[src/tea_pkg.sv]
// Shared types and constants for the TEA block cipher unit.
// Used by tea_cell and tea_block_cipher_unit; depends on nothing else.
package tea_pkg;

  localparam int unsigned WORD_W = 32;
  localparam int unsigned CFG_INDEX_W = 3;
  localparam int unsigned KEY_WORDS = 4;

  // TEA round constant.
  localparam logic [WORD_W-1:0] TEA_DELTA = 32'h9E37_79B9;

  // Configuration register indexes.
  localparam logic [CFG_INDEX_W-1:0] CFG_KEY_WORD0 = 3'd0;
  localparam logic [CFG_INDEX_W-1:0] CFG_KEY_WORD1 = 3'd1;
  localparam logic [CFG_INDEX_W-1:0] CFG_KEY_WORD2 = 3'd2;
  localparam logic [CFG_INDEX_W-1:0] CFG_KEY_WORD3 = 3'd3;

  typedef enum logic {
    OP_ENCRYPT = 1'b0,
    OP_DECRYPT = 1'b1
  } tea_op_t;

  typedef logic [KEY_WORDS-1:0][WORD_W-1:0] tea_key_t;

  typedef struct packed {
    tea_op_t           operation;
    logic [WORD_W-1:0] block_low;
    logic [WORD_W-1:0] block_high;
  } tea_req_t;

  typedef struct packed {
    logic [WORD_W-1:0] result_low;
    logic [WORD_W-1:0] result_high;
  } tea_rsp_t;

  // What one cell hands to the next.
  typedef struct packed {
    tea_op_t           operation;
    logic [WORD_W-1:0] word_low;
    logic [WORD_W-1:0] word_high;
  } tea_stage_t;

endpackage

[src/tea_cell.sv]
// One TEA half-round cell of the cipher pipeline, with its stage register.
// Depends on tea_pkg.
module tea_cell #(
  parameter int ROUNDS = 32,
  parameter int STEP = 0
) (
  input  logic               clk,
  input  logic               rst,
  input  logic               load,
  input  logic               valid_prev,
  input  tea_pkg::tea_stage_t data_prev,
  input  tea_pkg::tea_key_t  key,
  output logic               valid,
  output tea_pkg::tea_stage_t data
);
  import tea_pkg::*;

  localparam int ROUND_IDX = STEP / 2;
  localparam bit FIRST_HALF = (STEP % 2) == 0;
  localparam logic [63:0] ENC_PROD = 64'(TEA_DELTA) * 64'(ROUND_IDX + 1);
  localparam logic [63:0] DEC_PROD = 64'(TEA_DELTA) * 64'(ROUNDS - ROUND_IDX);
  localparam logic [WORD_W-1:0] ENC_SUM = ENC_PROD[WORD_W-1:0];
  localparam logic [WORD_W-1:0] DEC_SUM = DEC_PROD[WORD_W-1:0];

  logic              encrypt;
  logic              upd_low;
  logic [WORD_W-1:0] src_word;
  logic [WORD_W-1:0] dst_word;
  logic [WORD_W-1:0] key_a;
  logic [WORD_W-1:0] key_b;
  logic [WORD_W-1:0] sum;
  logic [WORD_W-1:0] mix;
  logic [WORD_W-1:0] dst_new;
  tea_stage_t        data_next;

  // Encryption updates the low word first, decryption the high word first.
  always_comb begin
    encrypt  = (data_prev.operation == OP_ENCRYPT);
    upd_low  = (encrypt == FIRST_HALF);
    src_word = upd_low ? data_prev.word_high : data_prev.word_low;
    dst_word = upd_low ? data_prev.word_low : data_prev.word_high;
    key_a    = upd_low ? key[0] : key[2];
    key_b    = upd_low ? key[1] : key[3];
    sum      = encrypt ? ENC_SUM : DEC_SUM;
    mix      = ((src_word << 4) + key_a) ^ (src_word + sum) ^ ((src_word >> 5) + key_b);
    dst_new  = encrypt ? (dst_word + mix) : (dst_word - mix);
    data_next = data_prev;
    if (upd_low) begin
      data_next.word_low = dst_new;
    end else begin
      data_next.word_high = dst_new;
    end
  end

  always_ff @(posedge clk) begin
    if (rst) begin
      valid <= 1'b0;
    end else if (load) begin
      valid <= valid_prev;
    end
  end

  always_ff @(posedge clk) begin
    if (load) begin
      data <= data_next;
    end
  end

endmodule

[config.mk]
export PLATFORM = sky130hd
export DESIGN_NAME = tea_cell
export DESIGN_NICKNAME = d
export VERILOG_FILES = /design/src/tea_pkg.sv /design/src/tea_cell.sv
export SDC_FILE = /design/constraint.sdc
export NUM_CORES = 1
export LEC_CHECK = 0
export ABC_AREA = 1
export BUFFER_PORTS_ARGS = -buffer_cell sky130_fd_sc_hd__buf_2
export CORE_ASPECT_RATIO = 1.5
export CORE_MARGIN = 2
export CORE_UTILIZATION = 40
export DETAILED_ROUTE_END_ITERATION = 8
export SYNTH_ARGS = -nofsm -noshare
export SYNTH_HDL_FRONTEND = slang
export SYNTH_SLANG_ARGS = --single-unit
[constraint.sdc]
create_clock -name clk -period 5.85 [get_ports clk]
set_input_delay 0.8775 -clock clk [delete_from_list [all_inputs] [get_ports clk]]
set_output_delay 0.8775 -clock clk [all_outputs]
set_load 0.005 [all_outputs]
== After elaboration in Yosys (flattened, before gate mapping) ==
Cells that the tools add are included.

* Bits in registers: 66
* Output and inout bits: 66
* Word-level logic and storage cells: 19

* Add/sub/neg operators: 5
* Mux-type cells: 8
* Bitwise operators: 2

{| class="wikitable"
|+ Operator list
! operator !! count
|-
| $mux 32 || 7
|-
| $add 32x32->32 || 3
|-
| $xor 32x32->32 || 2
|-
| $add 27x32->32 || 1
|-
| $sub 32x32->32 || 1
|-
| $mux 31 || 1
|}

== Logic depth before layout (Yosys ltp) ==
Gate-level depths: netlist of run 1.

* Depth in word-level cells: 7
* Mapped depth: 44
* Depth with buffers taken out: 38

== Worst setup path before layout of run 1 ==
Ideal clock, no wire load.

* Kind: in2reg
* From: input data_prev[64] (netlist bit)
* To: register data[58] (netlist bit), data pin
* Setup time: 0.255 ns
* Arrival: 6.088 ns
* Data required time: 5.595 ns
* Path slack: -0.492 ns
* Cell stages on the path: 32
* Cells stage by stage: buf_6 -> buf_6 -> buf_4 -> clkbuf_1 -> clkbuf_1 -> clkbuf_1 -> nand2_1 -> nand2_1 -> ha_1 -> fa_1 -> xor2_1 -> nand2_1 -> nand2_1 -> inv_1 -> ha_1 -> nand2_1 -> o21ai_0 -> fa_1 -> o21ai_0 -> nand3_1 -> nand2_1 -> nand2_1 -> nand2_1 -> a21boi_0 -> o21ai_0 -> a21boi_0 -> o21ai_0 -> a21oi_1 -> o21ai_0 -> nand2_1 -> nand3_1 -> nand2_1

{| class="wikitable"
|+ RTL lines
! item !! line !! RTL
|-
| from (decl) || tea_cell.sv:11 || <nowiki>input tea_pkg::tea_stage_t data_prev,</nowiki>
|-
| to (signal assigned) || tea_cell.sv:65 || <nowiki>data <= data_next;</nowiki>
|-
| to (decl) || tea_cell.sv:14 || <nowiki>output tea_pkg::tea_stage_t data</nowiki>
|}

==> flow_summary.json, run 1 <==
{
  "hold_viol_final": 0,
  "boundaryPins": 263,
  "final_cell_mix": "nand2_1, buf_4, inv_1",
  "syn_nets": 2627,
  "yosys_warnings": 0,
  "cp.arrival_ns": 5.72,
  "dr_total_vias": 17070,
  "worst_pin_slew_ns": 0.8334,
  "peakVddDrop_uv": 172.9,
  "clkLatencyLatePin_ns": 0.34,
  "clkTransAtPathRegs_ns": 0.06,
  "grt_pass1_wl_um": 84040,
  "dp_hpwl_um": 49390,
  "antenna_found_initial": 1,
  "r2r_setup_slack_ns": 5.27,
  "cp.required_ns": 5.96,
  "drc": 0,
  "die_area_mm2": 0.03458,
  "cts_tree": "built",
  "drtPass1Iterations": 8,
  "gp_congestion": 0.9375,
  "dieWidth_um": 152.5,
  "end_kind": "register",
  "startpoint_type": "input port",
  "fin_nets": 3243,
  "die_height_um": 226.8,
  "start_util_pct": 40.55,
  "areaGrowthSynthToFinish_pct": 39.86,
  "fin_crit_sh_pct": 95.95,
  "ff2ff_path_depth": 2,
  "vias_per_cell": 5.066,
  "fin_crit_ns": 5.613,
  "cpPeakStageDelay_ns": 0.38,
  "cts_root_buffer": "clkbuf_16",
  "avgSynthCellArea_um2": 5.674,
  "cts_num_sinks": 66,
  "final_common_cell": "nand2_1",
  "crit_type": "in2reg",
  "status": "finished clean",
  "final-max-slew-violation-count": 0,
  "startpoint": "data_prev[64]",
  "clk_path_buf_depth": 2,
  "grt_pass1_vias": 16370,
  "p_leak_nw": 10.58,
  "hold-path-endpoint": "valid",
  "r2r-start": "valid",
  "clock.fmax_mhz": 178.1,
  "drt_iter0_markers": 885,
  "min-delay-start": "valid",
  "synthCells": 2332,
  "grt.total_usage_pct": 31.25,
  "cts_inserted_buffers": 9,
  "synth_seq_area_share_pct": 14.90,
  "core_area_mm2": 0.03263,
  "layout-drive-gt1-share_pct": 28.45,
  "cp_slowest_cell": "fa_2",
  "p_per_area_mw_per_mm2": 298.1,
  "netlist-cell-type-count": 52,
  "syn_area_mm2": 0.01323,
  "grt_max_degree": 67,
  "fin_setup_tns_ns": 0,
  "gr-total-overflow": 0,
  "routed_wl_um": 56360,
  "portBuffers": 262,
  "cts_hold_buffers": 0,
  "hold_depth": 2,
  "holdCritPathClass": "reg2reg",
  "wl_per_cell_um": 16.73,
  "h-tree-depth": 3,
  "critPathMaxFanout": 8,
  "finClkSkew_ns": 0,
  "utilization_pct": 56.71,
  "timing.slew.headroom_pct": 44.44,
  "cpMostUsedCell": "nand2_1",
  "reg2reg_to": "valid",
  "rsz0062_at_grt": "yes",
  "num_rows": 81,
  "ant_nets": 0,
  "ys_ff_latch": 66,
  "maxCapViolCount": 0,
  "finalSetupViolations": 0
}
## Yosys cell counts (all sizes together)
master / number / area [um^2]
fa: 3 / 60.06
a221oi: 1 / 8.760
o31ai: 2 / 15.01
a21o: 10 / 75.07
and2: 8 / 50.05
clkbuf: 28 / 105.1
nand4: 35 / 219.0
mux2i: 2 / 20.02
nand2: 1006 / 3951
edfxtp: 65 / 1952
xor2: 60 / 533.0
or2: 9 / 56.30
buf: 14 / 120.1
dfxtp: 1 / 20.02
o21a: 4 / 30.03
nor3b: 2 / 15.01
xnor3: 1 / 22.52
nand3: 170 / 875.8
o221ai: 2 / 17.52
nand3b: 14 / 105.1
nor4: 1 / 6.260
nor3: 16 / 95.09
nor2: 174 / 713.2
and3: 1 / 6.260
clkinv: 2 / 7.510
a21boi: 5 / 37.54
nand2b: 1 / 6.260
o211ai: 3 / 22.52
a31oi: 11 / 68.82
o21ai: 131 / 696.9
o21bai: 10 / 75.07
a21oi: 116 / 610.6
inv: 287 / 1077
xnor2: 42 / 367.9
ha: 95 / 1189
## worst max-delay path by stage
stage,end,slack (ns),cells after the start
after floorplan,data[25],0.0003,32
after global placement,data[26],-0.53,33
after detailed placement,data[28],-0.51,32
after CTS,data[28],0.01,32
after global routing,data[63],-0.07,32
final,data[31],0.24,32
## repair_timing
action / CTS / global route
pin swaps: 0 / 17
gates resized for setup: 1 / 90
setup buffers: 0 / 4
gates cloned: 0 / 2
setup endpoints to repair: 10 / 27
## through the flow
stage | hold WS [ns] | std cells | worst slack, ns | total power [W] | instance area (um^2)
6_report | 0.4890 | 3369 | 0.2366 | 0.005517 | 18510
5_1_grt | 0.5618 | 3369 | -0.07399 | 0.005983 | 18510
3_3_place_gp | 0.4685 | 3346 | -0.5281 | 0.004750 | 17750
4_1_cts | 0.4914 | 3362 | 0.01016 | 0.005353 | 18040
3_5_place_dp | 0.4756 | 3346 | -0.5099 | 0.004799 | 17750
2_1_floorplan | 0.4850 | 2332 | 0.0003300 | 0.002970 | 13270
## critical path: cells and delay by family
family	cells	cell delay (ns)
adders and majority gates	3	0.97
and+or+nand+nor	20	2.53
xor gates and xnor gates	2	0.33
AOI/OAI and AO/OA	2	0.32
buffers and inverters	5	0.68
## cells by family after synthesis
kind of cell    share of synthesized area (%)
fa+ha+maj                               9.437
xor+xnor                                6.979
simple gates                            46.10
mux                                    0.1513
compound gates                          12.53
flops                                   14.90
buf+inv                                 9.901
## registers in the layout, indices dropped and copies added, names as in the netlist
name,cells
data,65
valid,1
## per-layer routing
| metal | GRT usage (%) | share of wire, % | up-vias |
|---|---|---|---|
| met5 | 0 | 0 | - |
| met3 | 1.663 | 4.2 | 110 |
| met1 | 35.86 | 40 | 7716 |
| li1 | - | - | 8747 |
| met4 | 14.64 | 5.1 | 0 |
| met2 | 59.26 | 51 | 493 |
## final cells by class
cell class | count | area (um^2)
Fill cell | 3447 | 14130
Multi-Input combinational cell | 1935 | 10300
Timing Repair Buffer | 647 | 4319
Sequential cell | 66 | 1972
Inverter | 289 | 1101
Tap cell | 415 | 519.2
Clock buffer | 9 | 225.2
Clock inverter | 7 | 68.82
Antenna cell | 1 | 2.502
## report_power, final
part / leakage, nW / switching (W) / total (W) / internal (W)
logic: 9.80 / 0.00232 / 0.00421 / 0.00189
clock network: 0.143 / 0.000214 / 0.000542 / 0.000329
registers: 0.642 / 0.0000318 / 0.000764 / 0.000732
total: 10.6 / 0.00257 / 0.00552 / 0.00295
No activity file was read; power rests on OpenSTA's default activity.
==> inputs of run 2 (changes only) <==
ABC_AREA = 0   (was 1)
CORE_MARGIN = unset   (was 2)
==> flow_summary.json, run 2 <==
{
  "synthCells": 1310,
  "syn_area_mm2": 0.01110,
  "async_flop_share_pct": 0,
  "start_util_pct": 40.79,
  "antenna_found_initial": 1,
  "ff2ff_path_depth": 2,
  "cts_num_sinks": 66,
  "p_leak_nw": 8.430,
  "met1_length_um": 14690,
  "h-tree-depth": 3,
  "cts_tree": "built",
  "ys_top_cells_by_area": "edfxtp_1, ha_1, xnor2_1",
  "peakVddDrop_uv": 309.1,
  "rsz0062_at_grt": "yes",
  "crit_type": "in2reg",
  "areaGrowthSynthToFinish_pct": 61.37,
  "ant_nets": 0,
  "end_kind": "register",
  "reg2reg_to": "valid",
  "grt_max_degree": 66,
  "netlist-cell-type-count": 89,
  "die_area_mm2": 0.02844,
  "maxCapViolCount": 0,
  "top_layer_used": "met4",
  "route.met3.wl_um": 1451,
  "synth_top_area_share_pct": 17.58,
  "r2r-start": "valid",
  "vias_per_cell": 5.491,
  "hold_slack_ns": 0.4985,
  "fin_nets": 2323,
  "dp_hpwl_um": 36200,
  "largest_reg_flops": 65,
  "r2r_setup_slack_ns": 5.27,
  "status": "complete, but fails checks",
  "synth_ff_type": "edfxtp_1",
  "grt.total_usage_pct": 29.47,
  "cp.arrival_ns": 6.59,
  "multi_input_area_mm2": 0.009741,
  "final.fill_count": 2380,
  "die_height_um": 206.1,
  "drc": 0,
  "seqCellArea_mm2": 0.001972,
  "final_common_cell": "buf_4",
  "clock.fmax_mhz": 153.7,
  "dr_total_vias": 13050,
  "layout-drive-gt1-share_pct": 50.96,
  "final_cell_mix": "buf_4, buf_2, xnor2_1",
  "cpPeakStageDelay_ns": 0.48,
  "routed_wl_um": 44130,
  "cpMostUsedCell": "o21ai_2",
  "min-delay-start": "valid",
  "largest-register": "data",
  "finalSetupViolations": 22,
  "num_rows": 74,
  "yosys_warnings": 0,
  "crit_buf_inv": 3,
  "yosysTopAreaCell": "edfxtp_1",
  "reg.largest.list": "data (65), valid (1)",
  "synth_edf_count": 65,
  "cp.required_ns": 5.93,
  "critPathMaxFanout": 6,
  "cp_top_family": "compound AO/OA/AOI/OAI gates",
  "p_per_area_mw_per_mm2": 431.8,
  "synth_commonest_cells": "xnor2_1, o21ai_0, a21oi_1",
  "final-max-slew-violation-count": 0,
  "worst_pin_slew_ns": 0.8789,
  "avgSynthCellArea_um2": 8.477,
  "startpoint_type": "input port",
  "hold-path-endpoint": "valid",
  "fin_crit_sh_pct": 111.2,
  "dieWidth_um": 138.0,
  "clkTransAtPathRegs_ns": 0.06,
  "core_area_mm2": 0.02722,
  "cp_slowest_cell": "or4_4",
  "gp_congestion": 0.9530,
  "timing.slew.headroom_pct": 41.41,
  "grt_pass1_vias": 12960,
  "cts_inserted_buffers": 9,
  "layout_setup_ws_ns": -0.6572,
  "fin_crit_ns": 6.507,
  "drtPass1Iterations": 6,
  "cts_root_buffer": "clkbuf_16",
  "grt_pass1_wl_um": 65000,
  "syn_nets": 1605,
  "gr-total-overflow": 0,
  "clkLatencyLatePin_ns": 0.34,
  "violations": "negative setup slack",
  "synth_seq_area_share_pct": 17.76,
  "postLayoutCellArea_mm2": 0.01792,
  "wl_met2_um": 24560,
  "holdCritPathClass": "reg2reg",
  "drt_iter0_markers": 591,
  "hold_viol_final": 0,
  "finClkSkew_ns": 0,
  "wl_per_cell_um": 18.57,
  "clk_path_buf_depth": 2,
  "boundaryPins": 263,
  "hold_depth": 2,
  "place_area_mm2": 0.01619,
  "portBuffers": 262,
  "yosysMostFrequentCell": "xnor2_1",
  "cts_hold_buffers": 0,
  "ys_ff_latch": 66
}
[run 2: cell types whose count changed after synthesis, moves of 18 or more]
cell	change
nand2_1	-863
inv_1	-219
nand3_1	-146
mux2_2	+96
xnor2_1	+91
nor2_1	-79
nand2_2	-34
nand4_1	-26
a21o_1	+21
mux2i_1	+21
nand2b_1	+21
nor2b_1	+18
[run 2: timing repair]
item | in CTS | in global routing
pin swaps | 83 | 68
endpoints found under the setup margin | 32 | 34
resized for setup | 149 | 70
cloned | 4 | 0
setup buffers | 32 | 21
[run 2: worst max path at each step]
| stage | slack (ns) | cells after the start | startpoint | endpoint |
|---|---|---|---|---|
| floorplan | -1.59 | 36 | data_prev[64] | data[63] |
| finish | -0.66 | 28 | data_prev[64] | data[63] |
| detailed placement | -1.37 | 29 | data_prev[64] | data[63] |
| global route | -0.94 | 30 | data_prev[64] | data[63] |
| global placement | -1.31 | 28 | data_prev[64] | data[63] |
| CTS | -0.53 | 29 | data_prev[64] | data[63] |
[run 2: final cells by class]
type,count,share of cell area (%)
Clock buffer,12,1.376
Sequential cell,66,11.00
Inverter,53,1.159
Clock inverter,4,0.2863
Multi-Input combinational cell,1142,54.36
Tap cell,342,2.388
Antenna cell,1,0.01396
Timing Repair Buffer,756,29.42
[run 2: cells by family (layout without fill, tap and decap cells)]
| family | count (synthesis) | in the layout | synth area share, % |
|---|---|---|---|
| xor+xnor | 195 | 195 | 16.94 |
| buf+inv | 102 | 825 | 3.786 |
| simple gates | 337 | 337 | 15.75 |
| fa+ha+maj | 98 | 98 | 11.25 |
| flops | 66 | 66 | 17.76 |
| mux | 119 | 119 | 11.81 |
| other cells | 0 | 1 | 0 |
| compound gates | 393 | 393 | 22.72 |
[run 2: stage by stage]
| stage | setup slack [ns] | TNS (ns) | utilization (%) | total power, W | std cells |
|---|---|---|---|---|---|
| floorplan | -1.588 | -32.75 | - | 0.003902 | 1310 |
| global placement | -1.311 | -26.93 | 59.47 | 0.006195 | 2312 |
| detailed placement | -1.373 | -28.83 | 59.47 | 0.006255 | 2312 |
| finish | -0.6572 | -7.618 | 65.83 | 0.007738 | 2376 |
| CTS | -0.5326 | -4.791 | 64.34 | 0.007336 | 2360 |
| global route | -0.9407 | -13.02 | 65.82 | 0.008206 | 2375 |
[run 2: worst min-delay path, stage by stage, from the launching register on]
cell	delay (ns)
dfxtp_1	0.32
mux2i_1	0.06
nor2_1	0.08
[run 2: where the power goes]
group	switching, W	total, W	leakage (nW)	internal, W
Sequential	0.0000525	0.000894	0.643	0.000841
Combinational	0.00305	0.00629	7.64	0.00324
Clock	0.000211	0.000553	0.143	0.000342
[run 2: metal layers]
metal | global-route usage, % | up-vias
li1 | - | 6316
met1 | 26.28 | 6121
met2 | 60.66 | 432
met3 | 3.290 | 178
met4 | 20.57 | 0
met5 | 0 | -
==> inputs of run 3 (changes only) <==
PLACE_DENSITY_LB_ADDON = 0.2   (was unset)
==> flow_summary.json, run 3 (synthesis gave the netlist of run 2 again) <==
{
  "rsz0062_at_grt": "yes",
  "cts_num_sinks": 66,
  "grt-busiest-layer": "met2",
  "final_cell_mix": "buf_4, buf_2, xnor2_1",
  "cp_top_family": "compound AO/OA/AOI/OAI gates",
  "crit_type": "in2reg",
  "die_area_mm2": 0.02844,
  "cts_tree": "built",
  "r2r_setup_slack_ns": 5.27,
  "p_leak_nw": 8.430,
  "postLayoutCellArea_mm2": 0.01779,
  "hold_viol_final": 0,
  "startpoint_type": "input port",
  "h-tree-depth": 3,
  "dr_total_vias": 12830,
  "peakVddDrop_uv": 320.3,
  "layout-drive-gt1-share_pct": 50.42,
  "cpPeakStageDelay_ns": 0.52,
  "vias_per_cell": 5.413,
  "num_rows": 74,
  "hold-path-endpoint": "valid",
  "fin_nets": 2319,
  "status": "complete, but fails checks",
  "cts_inserted_buffers": 9,
  "maxCapViolCount": 0,
  "portBuffers": 262,
  "drc": 0,
  "antenna_found_initial": 0,
  "largest-register": "data",
  "place_area_mm2": 0.01617,
  "cts_hold_buffers": 0,
  "boundaryPins": 263,
  "fin_crit_sh_pct": 110.6,
  "clkTransAtPathRegs_ns": 0.06,
  "die_height_um": 206.1,
  "timing.slew.headroom_pct": 46.39,
  "cp.required_ns": 5.94,
  "layout_setup_ws_ns": -0.6218,
  "grt_use_met1_pct": 26.97,
  "finalSetupViolations": 21,
  "use_met2_pct": 60.52,
  "hold_depth": 2,
  "grt_max_degree": 60,
  "ant_nets": 0,
  "final_common_cell": "buf_4",
  "gr-total-overflow": 0,
  "drtPass1Iterations": 5,
  "end_kind": "register",
  "dieWidth_um": 138.0,
  "utilization_pct": 65.35,
  "drt_iter0_markers": 535,
  "largest_reg_flops": 65,
  "start_util_pct": 40.79,
  "wl_per_cell_um": 18.55,
  "critPathMaxFanout": 5,
  "holdCritPathClass": "reg2reg",
  "cp_slowest_cell": "or4_1",
  "grt_pass1_wl_um": 66010,
  "clk_path_buf_depth": 2,
  "ff2ff_path_depth": 2,
  "worst_pin_slew_ns": 0.8042,
  "crit_buf_inv": 2,
  "clkLatencyLatePin_ns": 0.34,
  "fin_setup_tns_ns": -6.288,
  "finalPower_w": 0.007568,
  "clock.fmax_mhz": 154.5,
  "reg.largest.list": "data (65), valid (1)",
  "finClkSkew_ns": 0,
  "areaGrowthSynthToFinish_pct": 60.20,
  "cp.arrival_ns": 6.56,
  "final-max-slew-violation-count": 0,
  "p_per_area_mw_per_mm2": 425.4,
  "routed_wl_um": 43980,
  "grt_pass1_vias": 13080,
  "grt.total_usage_pct": 29.85,
  "diodes": 0,
  "use_met3_pct": 3.452,
  "min-delay-start": "valid",
  "dp_hpwl_um": 36590,
  "r2r-start": "valid",
  "fin_crit_ns": 6.472,
  "gp_congestion": 0.9665,
  "core_area_mm2": 0.02722,
  "cts_root_buffer": "clkbuf_16",
  "reg2reg_to": "valid",
  "violations": "negative setup slack"
}
-- run 3: worst max path at each step --
stage                  start  endpoint  cells past startpoint
6_report       data_prev[64]  data[63]                     29
5_1_grt        data_prev[64]  data[63]                     30
4_1_cts        data_prev[64]  data[63]                     29
3_5_place_dp   data_prev[64]  data[63]                     30
3_3_place_gp   data_prev[64]  data[63]                     29
2_1_floorplan  data_prev[64]  data[63]                     36
-- run 3: repair_timing --
item | 4_1_cts | 5_1_grt
setup endpoints to repair | 31 | 35
buffers inserted | 28 | 17
resized for setup | 123 | 67
cloned | 4 | 0
pin swaps | 78 | 38
-- run 3: worst min-delay path, delay by kind of cell, from the launching register on --
| family | cells | cell delay, ns |
|---|---|---|
| DFF | 1 | 0.32 |
| muxes | 1 | 0.06 |
| and+or+nand+nor | 1 | 0.08 |
-- run 3: final cells by class --
| class | instances | area (um^2) |
|---|---|---|
| Sequential cell | 66 | 1972 |
| Inverter | 53 | 202.7 |
| Clock buffer | 11 | 232.7 |
| Timing Repair Buffer | 752 | 5216 |
| Multi-Input combinational cell | 1142 | 9683 |
| Clock inverter | 5 | 55.05 |
| Fill cell | 2425 | 9432 |
| Tap cell | 342 | 427.9 |
-- run 3: metal layers --
layer,share of wire [%],vias to the layer above,wire length [um]
li1,-,6284,-
met3,3.3,157,1447
met1,33,5983,14640
met4,7.8,0,3411
met5,0,-,0
met2,56,410,24480
-- run 3: power by group --
group | switching (W) | internal [W]
sequential | 0.0000546 | 0.000841
clock | 0.000213 | 0.000329
combinational | 0.00294 | 0.00320
total | 0.00320 | 0.00437
-- run 3: stage by stage --
stage	hold WS, ns	instances	setup slack, ns
floorplan	0.4850	1310	-1.588
detailed placement	0.4899	2310	-1.294
finish	0.4921	2371	-0.6218
global route	0.5297	2371	-0.9377
global placement	0.4689	2310	-1.190
CTS	0.5032	2355	-0.6019
